$ cat src/hw/rtl/irws_pkg.sv
// Shared types and constants for the IR wall sensing / lateral PID core.
// No dependencies; used by the core, irws_interp and irws_pid.
package irws_pkg;

  // Work carried down the pipeline with each request
  typedef enum logic [2:0] {
    OP_NONE,
    OP_RIGHT,
    OP_LEFT,
    OP_PID_RUN,
    OP_PID_CLEAR
  } op_t;

  // Configuration register indexes
  localparam logic [1:0] CFG_ENABLE = 2'd0;
  localparam logic [1:0] CFG_GAIN_P = 2'd1;
  localparam logic [1:0] CFG_GAIN_I = 2'd2;
  localparam logic [1:0] CFG_GAIN_D = 2'd3;

  // Sequence phases with work attached
  localparam int unsigned PH_EMIT_A = 0;
  localparam int unsigned PH_RIGHT  = 2;
  localparam int unsigned PH_LEFT   = 4;
  localparam int unsigned PH_EVAL   = 5;

  // Flag byte
  localparam logic [7:0] FLAGS_RESET = 8'h04;
  localparam logic [7:0] FLAGS_START = 8'h11;
  localparam logic [7:0] FLAG_R_NEAR = 8'h02;
  localparam logic [7:0] FLAG_R_FAR  = 8'h20;
  localparam logic [7:0] FLAG_L_NEAR = 8'h08;
  localparam logic [7:0] FLAG_L_FAR  = 8'h80;
  localparam logic [7:0] MASK_FRONT  = 8'hFE;
  localparam logic [7:0] MASK_CROSS  = 8'hEF;

  // ADC thresholds
  localparam logic [11:0] SIDE_NEAR   = 12'd100;
  localparam logic [11:0] SIDE_FAR    = 12'd200;
  localparam logic [11:0] SAMPLE_FLOOR = 12'd150;
  localparam logic [11:0] FRONT_WALL  = 12'd200;
  localparam logic [11:0] FL_CROSS    = 12'd680;
  localparam logic [11:0] FR_CROSS    = 12'd760;

  // Interpolation: 14-count segments, x/14 as (x*4682)>>16 (exact below 4096)
  localparam logic [3:0]  SEG_LEN       = 4'd14;
  localparam logic [12:0] RECIP14       = 13'd4682;

  // Lateral error
  localparam logic signed [9:0] CENTRE_MM = 10'sd84;
  localparam logic signed [9:0] DEADBAND  = 10'sd3;
  localparam logic signed [9:0] ERR_CLAMP = 10'sd30;

  // x/10 as (x*838861)>>23, exact below 2^18
  localparam logic [19:0] RECIP10 = 20'd838861;

  typedef struct packed {
    logic [9:0] p;
    logic [9:0] i;
    logic [9:0] d;
  } gains_t;

  typedef struct packed {
    op_t        op;
    logic [1:0] emit;   // bit0 emitter A, bit1 emitter B
    logic [7:0] flags;
    logic       lw;     // left wall seen in last latch
    logic       rw;     // right wall seen in last latch
  } tick_info_t;

  typedef struct packed {
    tick_info_t  info;
    logic [11:0] sample;
  } interp_in_t;

  typedef struct packed {
    tick_info_t info;
    logic [7:0] left;
    logic [7:0] right;
  } side_out_t;

  typedef struct packed {
    logic [1:0]         emit;
    logic [7:0]         flags;
    logic [7:0]         left;
    logic [7:0]         right;
    logic signed [15:0] corr;
    logic               valid;
  } result_t;

endpackage

$ cat src/hw/rtl/irws_pid.sv
// Lateral error and incremental PID pipeline with saturating accumulator.
// Depends on irws_pkg.
module irws_pid (
  input  logic                clk,
  input  logic                rst,
  input  irws_pkg::gains_t    gains,
  input  logic                in_valid,
  output logic                in_ready,
  input  irws_pkg::side_out_t in_item,
  output logic                out_valid,
  input  logic                out_ready,
  output irws_pkg::result_t   out_item
);

  logic v4, v5, v6, v7, v8;
  logic en4, en5, en6, en7, en8;

  assign en8      = !v8 || out_ready;
  assign en7      = !v7 || en8;
  assign en6      = !v6 || en7;
  assign en5      = !v5 || en6;
  assign en4      = !v4 || en5;
  assign in_ready = en4;

  // stage 4: error and history
  logic signed [6:0] lat_err, e0, e1, e2;
  logic signed [6:0] e0_next, e1_next, e2_next, lat_next;
  logic signed [9:0] l10, r10, diff, half, e_raw, e_cl;

  assign l10  = $signed({2'b00, in_item.left});
  assign r10  = $signed({2'b00, in_item.right});
  assign diff = l10 - r10;
  assign half = (diff + $signed(10'(diff[9]))) >>> 1;

  always_comb begin
    if (in_item.info.lw && in_item.info.rw) e_raw = half;
    else if (in_item.info.lw)               e_raw = l10 - irws_pkg::CENTRE_MM;
    else if (in_item.info.rw)               e_raw = irws_pkg::CENTRE_MM - r10;
    else                                    e_raw = 10'(lat_err);
    if (e_raw > -irws_pkg::DEADBAND && e_raw < irws_pkg::DEADBAND) e_cl = 10'sd0;
    else if (e_raw > irws_pkg::ERR_CLAMP)  e_cl = irws_pkg::ERR_CLAMP;
    else if (e_raw < -irws_pkg::ERR_CLAMP) e_cl = -irws_pkg::ERR_CLAMP;
    else                                   e_cl = e_raw;

    lat_next = lat_err;
    e0_next  = e0;
    e1_next  = e1;
    e2_next  = e2;
    case (in_item.info.op)
      irws_pkg::OP_PID_RUN: begin
        lat_next = 7'(e_cl);
        e0_next  = 7'(e_cl);
        e1_next  = e0;
        e2_next  = e1;
      end
      irws_pkg::OP_PID_CLEAR: begin
        lat_next = 7'sd0;
        e0_next  = 7'sd0;
        e1_next  = 7'sd0;
        e2_next  = 7'sd0;
      end
      default: ;
    endcase
  end

  irws_pkg::result_t s4_res, s5_res, s6_res, s7_res;
  irws_pkg::op_t     s4_op, s5_op, s6_op, s7_op;
  logic signed [6:0] s4_e0, s4_e1, s4_e2;

  // stage 5: gain products
  logic signed [8:0]  dp, dd;
  logic signed [19:0] gp, gi, gd;
  logic signed [19:0] s5_pp, s5_pi, s5_pd;

  assign dp = 9'(s4_e0) - 9'(s4_e1);
  assign dd = 9'(s4_e0) - (9'(s4_e1) <<< 1) + 9'(s4_e2);
  assign gp = $signed(20'({1'b0, gains.p})) * 20'(dp);
  assign gi = $signed(20'({1'b0, gains.i})) * 20'(s4_e0);
  assign gd = $signed(20'({1'b0, gains.d})) * 20'(dd);

  // stage 6: sum and magnitude
  logic signed [20:0] psum;
  logic [20:0]        pabs;
  logic               s6_neg;
  logic [17:0]        s6_mag;

  assign psum = 21'(s5_pp) + 21'(s5_pi) + 21'(s5_pd);
  assign pabs = psum[20] ? 21'(-psum) : 21'(psum);

  // stage 7: /10 by reciprocal
  logic [37:0] q_prod;
  logic        s7_neg;
  logic [14:0] s7_q;

  assign q_prod = 38'(s6_mag) * 38'(irws_pkg::RECIP10);

  // stage 8: accumulate with saturation
  logic signed [15:0] acc, acc_next;
  logic signed [16:0] delta, acc_sum;
  irws_pkg::result_t  res_next;

  assign delta   = s7_neg ? -$signed({2'b00, s7_q}) : $signed({2'b00, s7_q});
  assign acc_sum = 17'(acc) + delta;

  always_comb begin
    case (s7_op)
      irws_pkg::OP_PID_RUN: begin
        if (acc_sum > 17'sd32767)        acc_next = 16'sh7FFF;
        else if (acc_sum < -17'sd32768)  acc_next = 16'sh8000;
        else                             acc_next = 16'(acc_sum);
      end
      irws_pkg::OP_PID_CLEAR: acc_next = 16'sd0;
      default:                acc_next = acc;
    endcase
  end

  always_comb begin
    res_next      = s7_res;
    res_next.corr = acc_next;
  end

  always_ff @(posedge clk) begin
    if (rst) begin
      v4      <= 1'b0;
      v5      <= 1'b0;
      v6      <= 1'b0;
      v7      <= 1'b0;
      v8      <= 1'b0;
      lat_err <= 7'sd0;
      e0      <= 7'sd0;
      e1      <= 7'sd0;
      e2      <= 7'sd0;
      acc     <= 16'sd0;
    end else begin
      if (en4) v4 <= in_valid;
      if (en5) v5 <= v4;
      if (en6) v6 <= v5;
      if (en7) v7 <= v6;
      if (en8) v8 <= v7;
      if (en4 && in_valid) begin
        lat_err <= lat_next;
        e0      <= e0_next;
        e1      <= e1_next;
        e2      <= e2_next;
      end
      if (en8 && v7) acc <= acc_next;
    end
  end

  always_ff @(posedge clk) begin
    if (en4) begin
      s4_op        <= in_item.info.op;
      s4_res.emit  <= in_item.info.emit;
      s4_res.flags <= in_item.info.flags;
      s4_res.left  <= in_item.left;
      s4_res.right <= in_item.right;
      s4_res.corr  <= 16'sd0;
      s4_res.valid <= (in_item.info.op == irws_pkg::OP_PID_RUN);
      s4_e0        <= e0_next;
      s4_e1        <= e1_next;
      s4_e2        <= e2_next;
    end
    if (en5) begin
      s5_op  <= s4_op;
      s5_res <= s4_res;
      s5_pp  <= gp;
      s5_pi  <= gi;
      s5_pd  <= gd;
    end
    if (en6) begin
      s6_op  <= s5_op;
      s6_res <= s5_res;
      s6_neg <= psum[20];
      s6_mag <= pabs[17:0];
    end
    if (en7) begin
      s7_op  <= s6_op;
      s7_res <= s6_res;
      s7_neg <= s6_neg;
      s7_q   <= q_prod[37:23];
    end
    if (en8) begin
      out_item <= res_next;
    end
  end

  assign out_valid = v8;

endmodule
$ cat config.mk
export PLATFORM = sky130hd
export DESIGN_NAME = irws_pid
export DESIGN_NICKNAME = d
export VERILOG_FILES = /design/src/hw/rtl/irws_pkg.sv /design/src/hw/rtl/irws_pid.sv
export SDC_FILE = /design/constraint.sdc
export NUM_CORES = 1
export LEC_CHECK = 0
export ABC_AREA = 1
export BUFFER_PORTS_ARGS = -buffer_cell sky130_fd_sc_hd__buf_2
export CELL_PAD_IN_SITES_DETAIL_PLACEMENT = 2
export CELL_PAD_IN_SITES_GLOBAL_PLACEMENT = 2
export CORE_MARGIN = 4
export CORE_UTILIZATION = 36
export CTS_CLUSTER_SIZE = 24
export DETAILED_ROUTE_END_ITERATION = 8
export GPL_ROUTABILITY_DRIVEN = 0
export GPL_TIMING_DRIVEN = 0
export PLACE_DENSITY_LB_ADDON = 0.1
export SLEW_MARGIN = 20
export SYNTH_ARGS = -nofsm -noshare
export SYNTH_HDL_FRONTEND = slang
export SYNTH_SLANG_ARGS = --single-unit
$ cat constraint.sdc
create_clock -name clk -period 13.3 [get_ports clk]
set_input_delay 2.66 -clock clk [delete_from_list [all_inputs] [get_ports clk]]
set_output_delay 2.66 -clock clk [all_outputs]
set_load 0.005 [all_outputs]
==> results.txt, run 1 <==
Minimum clock period after layout -> 9.626 ns
Final count of pins violating max slew -> 0
Total overflow reported by the global router -> 0
Seq cells post-synth -> 325
Number of post-CTS setup repair buffers -> 0
# port buffers -> 107
Max layer used -> met5
Antenna viol nets, final -> 0
IO Pins -> 110
CP endpoint kind -> register
Reg2reg end -> s5_pd[16]
Clock Pin Slew Worst Setup and Hold Paths -> 0.06 ns
Wire per inst -> 20.31 microns
Gates resized, CTS repair -> 0
Fillers -> 8551
DRT Pass-1 Iters -> 7
Synth unique cells -> 46
Via density -> 4.926
R2R setup slack -> 3.67 ns
Hold_ws -> 0.4177 ns
Synth area leaders -> edfxtp_1 (29%), fa_1 (19%), ha_1 (15%)
Wl on met1 -> 36.99 mm
RSZ-0062 raised after global routing -> no
FMAX -> 103.9 MHz
Primary FF master, synth -> edfxtp_1
Area Growth Syn to Fin -> 11.90%
Design Area, Final -> 0.03174 sq mm
DRC viols -> 0
Max-Cap Viols -> 0
Most frequent cell after synthesis -> inv_1
Layout Skew -> 0.02420 ns
CTS tree -> built
CP Max Fanout -> 10
Depth of the most critical reg-to-reg path -> 32
Area leader, netlist -> edfxtp_1
Clk sinks -> 325
Post-synth top area share -> 29.22%
First-pass GRT wire length -> 138.0 mm
Slowest stage delay, CP -> 0.81 ns
Post-Syn Nets -> 3714
Critical Path AT -> 9.91 ns
Root buffer cell -> clkbuf_16
# placed instances -> 4189
Setup violators final -> 0
Vias -> 21020
Critical path's slowest cell -> xor2_1
Worst Max-Slew Pin Slew -> 1.034 ns
WL met3 -> 1.992 mm
Final WL -> 86.69 mm
H-tree depth -> 2
Area post-placement -> 0.03031 sq mm
Met2 Wirelength -> 46.03 mm
Fraction of layout cells with a size suffix above 1 -> 6.985%
Final count of hold timing violations -> 0
Status -> complete, no violations
Critical path class -> register to register
Register area share after synthesis -> 32.67%
# hold bufs at CTS -> 0
Number of DRC markers in iteration 0 -> 761
Syn Area/Cell -> 9.341 sq um
Worst-case clock buffer depth -> 3
Yosys warns -> 0
Worst setup path end -> s5_pd[16]
Pin count of the biggest net entering global routing -> 58
Initial antenna violation count -> 10
Die area -> 0.08335 sq mm
Mapped Cells -> 3037
Relative slew slack -> 30.81%
Chip Width -> 288.7 microns
DP HPWL -> 72.47 mm
Period utilisation layout -> 72.37%
Core box area -> 0.07772 sq mm
# rows -> 102
Cell Area, Synth -> 0.02837 sq mm
Most frequent cells after synthesis -> inv_1 (648), nand2_1 (526), ha_1 (343), edfxtp_1 (276), fa_1 (269)
Final cell count without fillers -> 4268
Area of the multi-input gates -> 0.01654 sq mm
Number of enable flip-flop cells after synthesis -> 276
Crit path from -> s4_e0[2]
Critical path launch point type -> register
Clock latency on the worst-skew pair -> 0.56 ns
Final nets -> 3867
Vias in the first global route -> 24720
Initial Util -> 36.50%
Cell mode on critical path -> inv_1
Worst Path Required -> 13.59 ns
All-layer global routing usage -> 21.03%
Ys async rst share -> 0%
Worst hold-check path type -> register to register
R2r startpoint -> s4_e0[2]
Register area -> 0.009269 sq mm
Die Y-Extent -> 288.7 microns
Number of CTS-inserted buffers -> 39
-- registers in the layout (all words and copies together), names as in the netlist, 16 cells and up --
register,flops
s4_res,27
s6_res,27
acc,16
s5_res,27
s5_pd,20
out_item,43
res_next,27
s6_mag,18
s5_pi,18
s5_pp,19
-- per-layer routing --
metal | vias to the layer above | track usage, %
met5 | - | 0
met1 | 10730 | 25.72
met2 | 192 | 39.86
met4 | 6 | 4.598
li1 | 10000 | -
met3 | 90 | 2.186
-- cell families (layout without fill, tap and decap cells) --
| logic type | after synthesis | after routing | synth area share [%] |
|---|---|---|---|
| flops | 325 | 325 | 32.67 |
| buf+inv | 687 | 871 | 9.143 |
| simple gates | 964 | 964 | 13.88 |
| fa+ha+maj | 612 | 612 | 34.11 |
| xor+xnor | 125 | 125 | 3.859 |
| compound gates | 324 | 324 | 6.325 |
| other cells | 0 | 7 | 0 |
-- critical path, delay by kind of cell (launching register included) --
family / cells / cell delay (ns)
adder cells (fa/ha/maj): 8 / 3.84
AO/OA/AOI/OAI: 10 / 2.31
buffers and inverters: 8 / 1.35
XOR/XNOR: 2 / 0.90
AND/OR/NAND/NOR: 4 / 0.51
flip-flops: 1 / 0.44
-- stage by stage --
step / setup TNS (ns) / utilization [%] / setup slack, ns
6_report: 0 / 40.84 / 3.674
5_1_grt: 0 / 40.83 / 2.900
4_1_cts: 0 / 40.77 / 3.703
3_5_place_dp: 0 / 39.00 / 3.881
3_3_place_gp: -1.093 / 38.86 / -1.093
2_1_floorplan: 0 / - / 1.782
-- how the worst min path moves through the flow --
stage	start	end	slack (ns)	cells after the start
floorplan	res_next[0]	out_item[0]	0.40	0
global placement	s5_op[2]	s6_op[2]	0.40	0
detailed placement	s6_res[39]	res_next[39]	0.41	0
CTS	res_next[31]	out_item[31]	0.41	0
global route	res_next[31]	out_item[31]	0.43	0
finish	s6_res[39]	res_next[39]	0.42	0
-- cell usage in the layout (no fill, tap or decap), types with 8 or more instances in the layout --
cell	n
nor3_1	30
clkbuf_1	31
nand4_1	28
inv_1	643
xor2_1	88
o21ai_1	9
nand2_1	526
o22ai_1	9
o21ai_0	81
nor2_1	257
edfxtp_1	276
nand3_1	92
ha_1	343
xnor2_1	32
o21bai_1	11
dfxtp_1	49
clkbuf_16	40
fa_1	269
or2_2	17
buf_2	113
inv_2	8
a211oi_1	9
a21oi_1	166
o31ai_1	8
-- area by class of cell --
class / count / share of cell area [%]
plain buffers: 34 / 0.4493
clock inverters: 23 / 1.009
repair buffers: 112 / 2.026
inverters: 653 / 7.729
well taps: 1040 / 4.099
flip-flops and latches: 325 / 29.20
clock buffers: 49 / 3.323
multi-input cells: 2025 / 52.11
diodes: 7 / 0.05518
Power of run 1 is left out: the tool's default activity adds up to more than one toggle a clock period on the data nets, which glitch-free logic cannot reach.
==> inputs of run 2 (changes only) <==
Settings changed: ABC_AREA 1 to 0.
Clock period 13.3 ns to 8.1 ns, I/O delays scaled along.
==> run 2 against run 1 <==
  * Core utilization hardly changed
  * Wire length decreased by 12%
  * Cell count is 15% lower
  * Count of clock-buffer cells in the layout grew 3
  * Critical path type unchanged
==> results.txt, run 2 <==
Most frequent cells after synthesis -> inv_1 (408), ha_1 (343), edfxtp_1 (276), fa_1 (269), and2_1 (142) (was inv_1 (648), nand2_1 (526), ha_1 (343), edfxtp_1 (276), fa_1 (269))
Mapped Cells -> 2471 (was 3037)
Final nets -> 3306 (was 3867)
Die Y-Extent -> 284.5 microns (was 288.7 microns)
Area leader, netlist -> edfxtp_1 (unchanged)
Cell Area, Synth -> 0.02753 sq mm (was 0.02837 sq mm)
Slowest stage delay, CP -> 0.55 ns (was 0.81 ns)
CP Max Fanout -> 10 (unchanged)
Worst Path Required -> 8.42 ns (was 13.59 ns)
Worst Max-Slew Pin Slew -> 1.126 ns (was 1.034 ns)
Final count of hold timing violations -> 0 (unchanged)
Setup violators final -> 0 (unchanged)
CP endpoint kind -> register (unchanged)
Commonest non-fill, non-tap cell in the layout -> inv_1 (unchanged)
Met2 usage -> 35.21% (was 39.86%)
Yosys warns -> 0 (unchanged)
Layout Skew -> 0.03530 ns (was 0.02420 ns)
Critical path's slowest cell -> fa_1 (was xor2_1)
Post-place setup slack -> -0.6103 ns (was 3.881 ns)
Syn Area/Cell -> 11.14 sq um (was 9.341 sq um)
Post-Syn Nets -> 3148 (was 3714)
IO Pins -> 110 (unchanged)
Worst hold-check path type -> register to register (unchanged)
Number of DRC markers in iteration 0 -> 663 (was 761)
Worst-case clock buffer depth -> 3 (unchanged)
Initial Util -> 36.30% (was 36.50%)
Antenna viol nets, final -> 0 (unchanged)
Via density -> 5.102 (was 4.926)
Root buffer cell -> clkbuf_16 (unchanged)
Cell mode on critical path -> inv_1 (unchanged)
Number of CTS-inserted buffers -> 39 (unchanged)
Max FFs per register -> 43 (unchanged)
Final Core Density -> 40.83% (was 40.84%)
Minimum clock period after layout -> 7.698 ns (was 9.626 ns)
Critical path class -> register to register (unchanged)
Core box area -> 0.07582 sq mm (was 0.07772 sq mm)
Die area -> 0.08095 sq mm (was 0.08335 sq mm)
Max-Cap Viols -> 0 (unchanged)
Clk sinks -> 325 (unchanged)
Register area share after synthesis -> 33.67% (was 32.67%)
H-tree depth -> 2 (unchanged)
Final WL -> 76.28 mm (was 86.69 mm)
Most frequent cells in the layout -> inv_1 (406), ha_1 (342), edfxtp_1 (276) (was inv_1 (643), nand2_1 (526), ha_1 (343))
Met3 Track Usage GR -> 1.941% (was 2.186%)
Synth unique cells -> 80 (was 46)
Wire per inst -> 20.96 microns (was 20.31 microns)
Most frequent cell after synthesis -> inv_1 (unchanged)
CTS tree -> built (unchanged)
Vias in the first global route -> 21530 (was 24720)
All-layer global routing usage -> 18.99% (was 21.03%)
Design Area, Final -> 0.03096 sq mm (was 0.03174 sq mm)
Critical Path AT -> 8.01 ns (was 9.91 ns)
DP HPWL -> 62.36 mm (was 72.47 mm)
Area Growth Syn to Fin -> 12.48% (was 11.90%)
Fraction of layout cells with a size suffix above 1 -> 9.586% (was 6.985%)
Primary FF master, synth -> edfxtp_1 (unchanged)
Pin count of the biggest net entering global routing -> 58 (unchanged)
Relative slew slack -> 24.70% (was 30.81%)
# rows -> 101 (was 102)
# port buffers -> 106 (was 107)
# hold bufs at CTS -> 0 (unchanged)
Largest Register -> out_item (unchanged)
Fin Setup TNS -> 0 ns (unchanged)
Post-synth top area share -> 30.11% (was 29.22%)
Area post-placement -> 0.02945 sq mm (was 0.03031 sq mm)
Initial antenna violation count -> 8 (was 10)
Final count of pins violating max slew -> 0 (unchanged)
Period utilisation layout -> 95.04% (was 72.37%)
Post-route setup slack -> 0.4016 ns (was 3.674 ns)
FMAX -> 129.9 MHz (was 103.9 MHz)
Chip Width -> 284.5 microns (was 288.7 microns)
Total overflow reported by the global router -> 0 (unchanged)
Synth area leaders -> edfxtp_1 (30%), fa_1 (20%), ha_1 (16%) (was edfxtp_1 (29%), fa_1 (19%), ha_1 (15%))
DRC viols -> 0 (unchanged)
Critical path launch point type -> register (unchanged)
Clock Pin Slew Worst Setup and Hold Paths -> 0.06 ns (about the same)
Ys async rst share -> 0% (unchanged)
First-pass GRT wire length -> 121.8 mm (was 138.0 mm)
DRT Pass-1 Iters -> 4 (was 7)
Met1 usage -> 23.64% (was 25.72%)
Worst path buffer plus inverter count -> 8 (unchanged)
Number of enable flip-flop cells after synthesis -> 276 (unchanged)
Most used routing layer -> met2 (unchanged)
Top delay family on crit path -> adder cells (unchanged)
Status -> complete, no violations (unchanged)
Vias -> 18570 (was 21020)
Clock latency on the worst-skew pair -> 0.58 ns (was 0.56 ns)
Seq cells post-synth -> 325 (unchanged)
run 2: cell types whose count changed after synthesis, moves of 20 or more:
cell and delta:
nand3_1 -77, nand2_1 -392, nor2b_1 +28, nor2_1 -161, and2_1 +140, a21oi_1 -78, inv_1 -240, nand4_1 -20
xnor2_1 +61, a21o_1 +35, xor2_1 -39, nand2b_1 +27
run 2: metal layers:
metal	part of all wire, %	up-vias
met3	2.2	94
li1	-	8670
met5	0.028	-
met2	52	165
met4	2.4	4
met1	43	9633
run 2: stage by stage:
step	instances	hold WS (ns)
finish	3639	0.4053
global route	3638	0.3929
CTS	3633	0.3973
detailed placement	3560	0.4057
global placement	3555	0.4009
floorplan	2471	0.4003
run 2: repair_timing:
item / CTS / global route
gates resized for setup: 12 / 29
buffers inserted: 1 / 5
pin swaps: 0 / 2
endpoints found under the setup margin: 8 / 9
run 2: area by class of cell:
cell class	count	area, sq um
multi-input combinational	1701	16730
clock buffer	52	1065
fill	7999	44860
tap	978	1224
timing repair buffer	117	690.7
sequential	325	9269
inverter	409	1535
clock inverter	20	250.2
buffer	36	196.4
antenna	1	2.502
run 2: worst register-to-register path, delay by kind of cell (launching register included):
kind,cells,cell delay (ns)
XOR/XNOR,2,0.20
buffers and inverters,8,0.66
AND/OR/NAND/NOR,1,0.32
adder cells (fa/ha/maj),8,3.82
flip-flops,1,0.41
AO/OA/AOI/OAI,12,2.04
run 2: logic make-up (layout without fill, tap and decap cells):
kind of cell / count (synthesis) / in the layout / share of synthesized area, %
muxes: 18 / 18 / 0.7454
and+or+nand+nor: 549 / 549 / 10.45
xor gates and xnor gates: 147 / 147 / 4.677
other: 0 / 1 / 0
buffers and inverters: 445 / 634 / 6.186
DFF: 325 / 325 / 33.67
AOI/OAI and AO/OA: 375 / 375 / 9.118
adders and majority gates: 612 / 612 / 35.15
run 2: path summary, 6_finish.rpt:
path / start / end / slack, ns / cells after the start
hold reg to reg: s6_neg / s7_neg / 0.41 / 0
hold / removal: s6_neg / s7_neg / 0.41 / 0
setup / recovery: s4_e0[3] / s5_pd[18] / 0.40 / 31
setup reg to reg: s4_e0[3] / s5_pd[18] / 0.40 / 31
Power of run 2 is left out for the same reason.
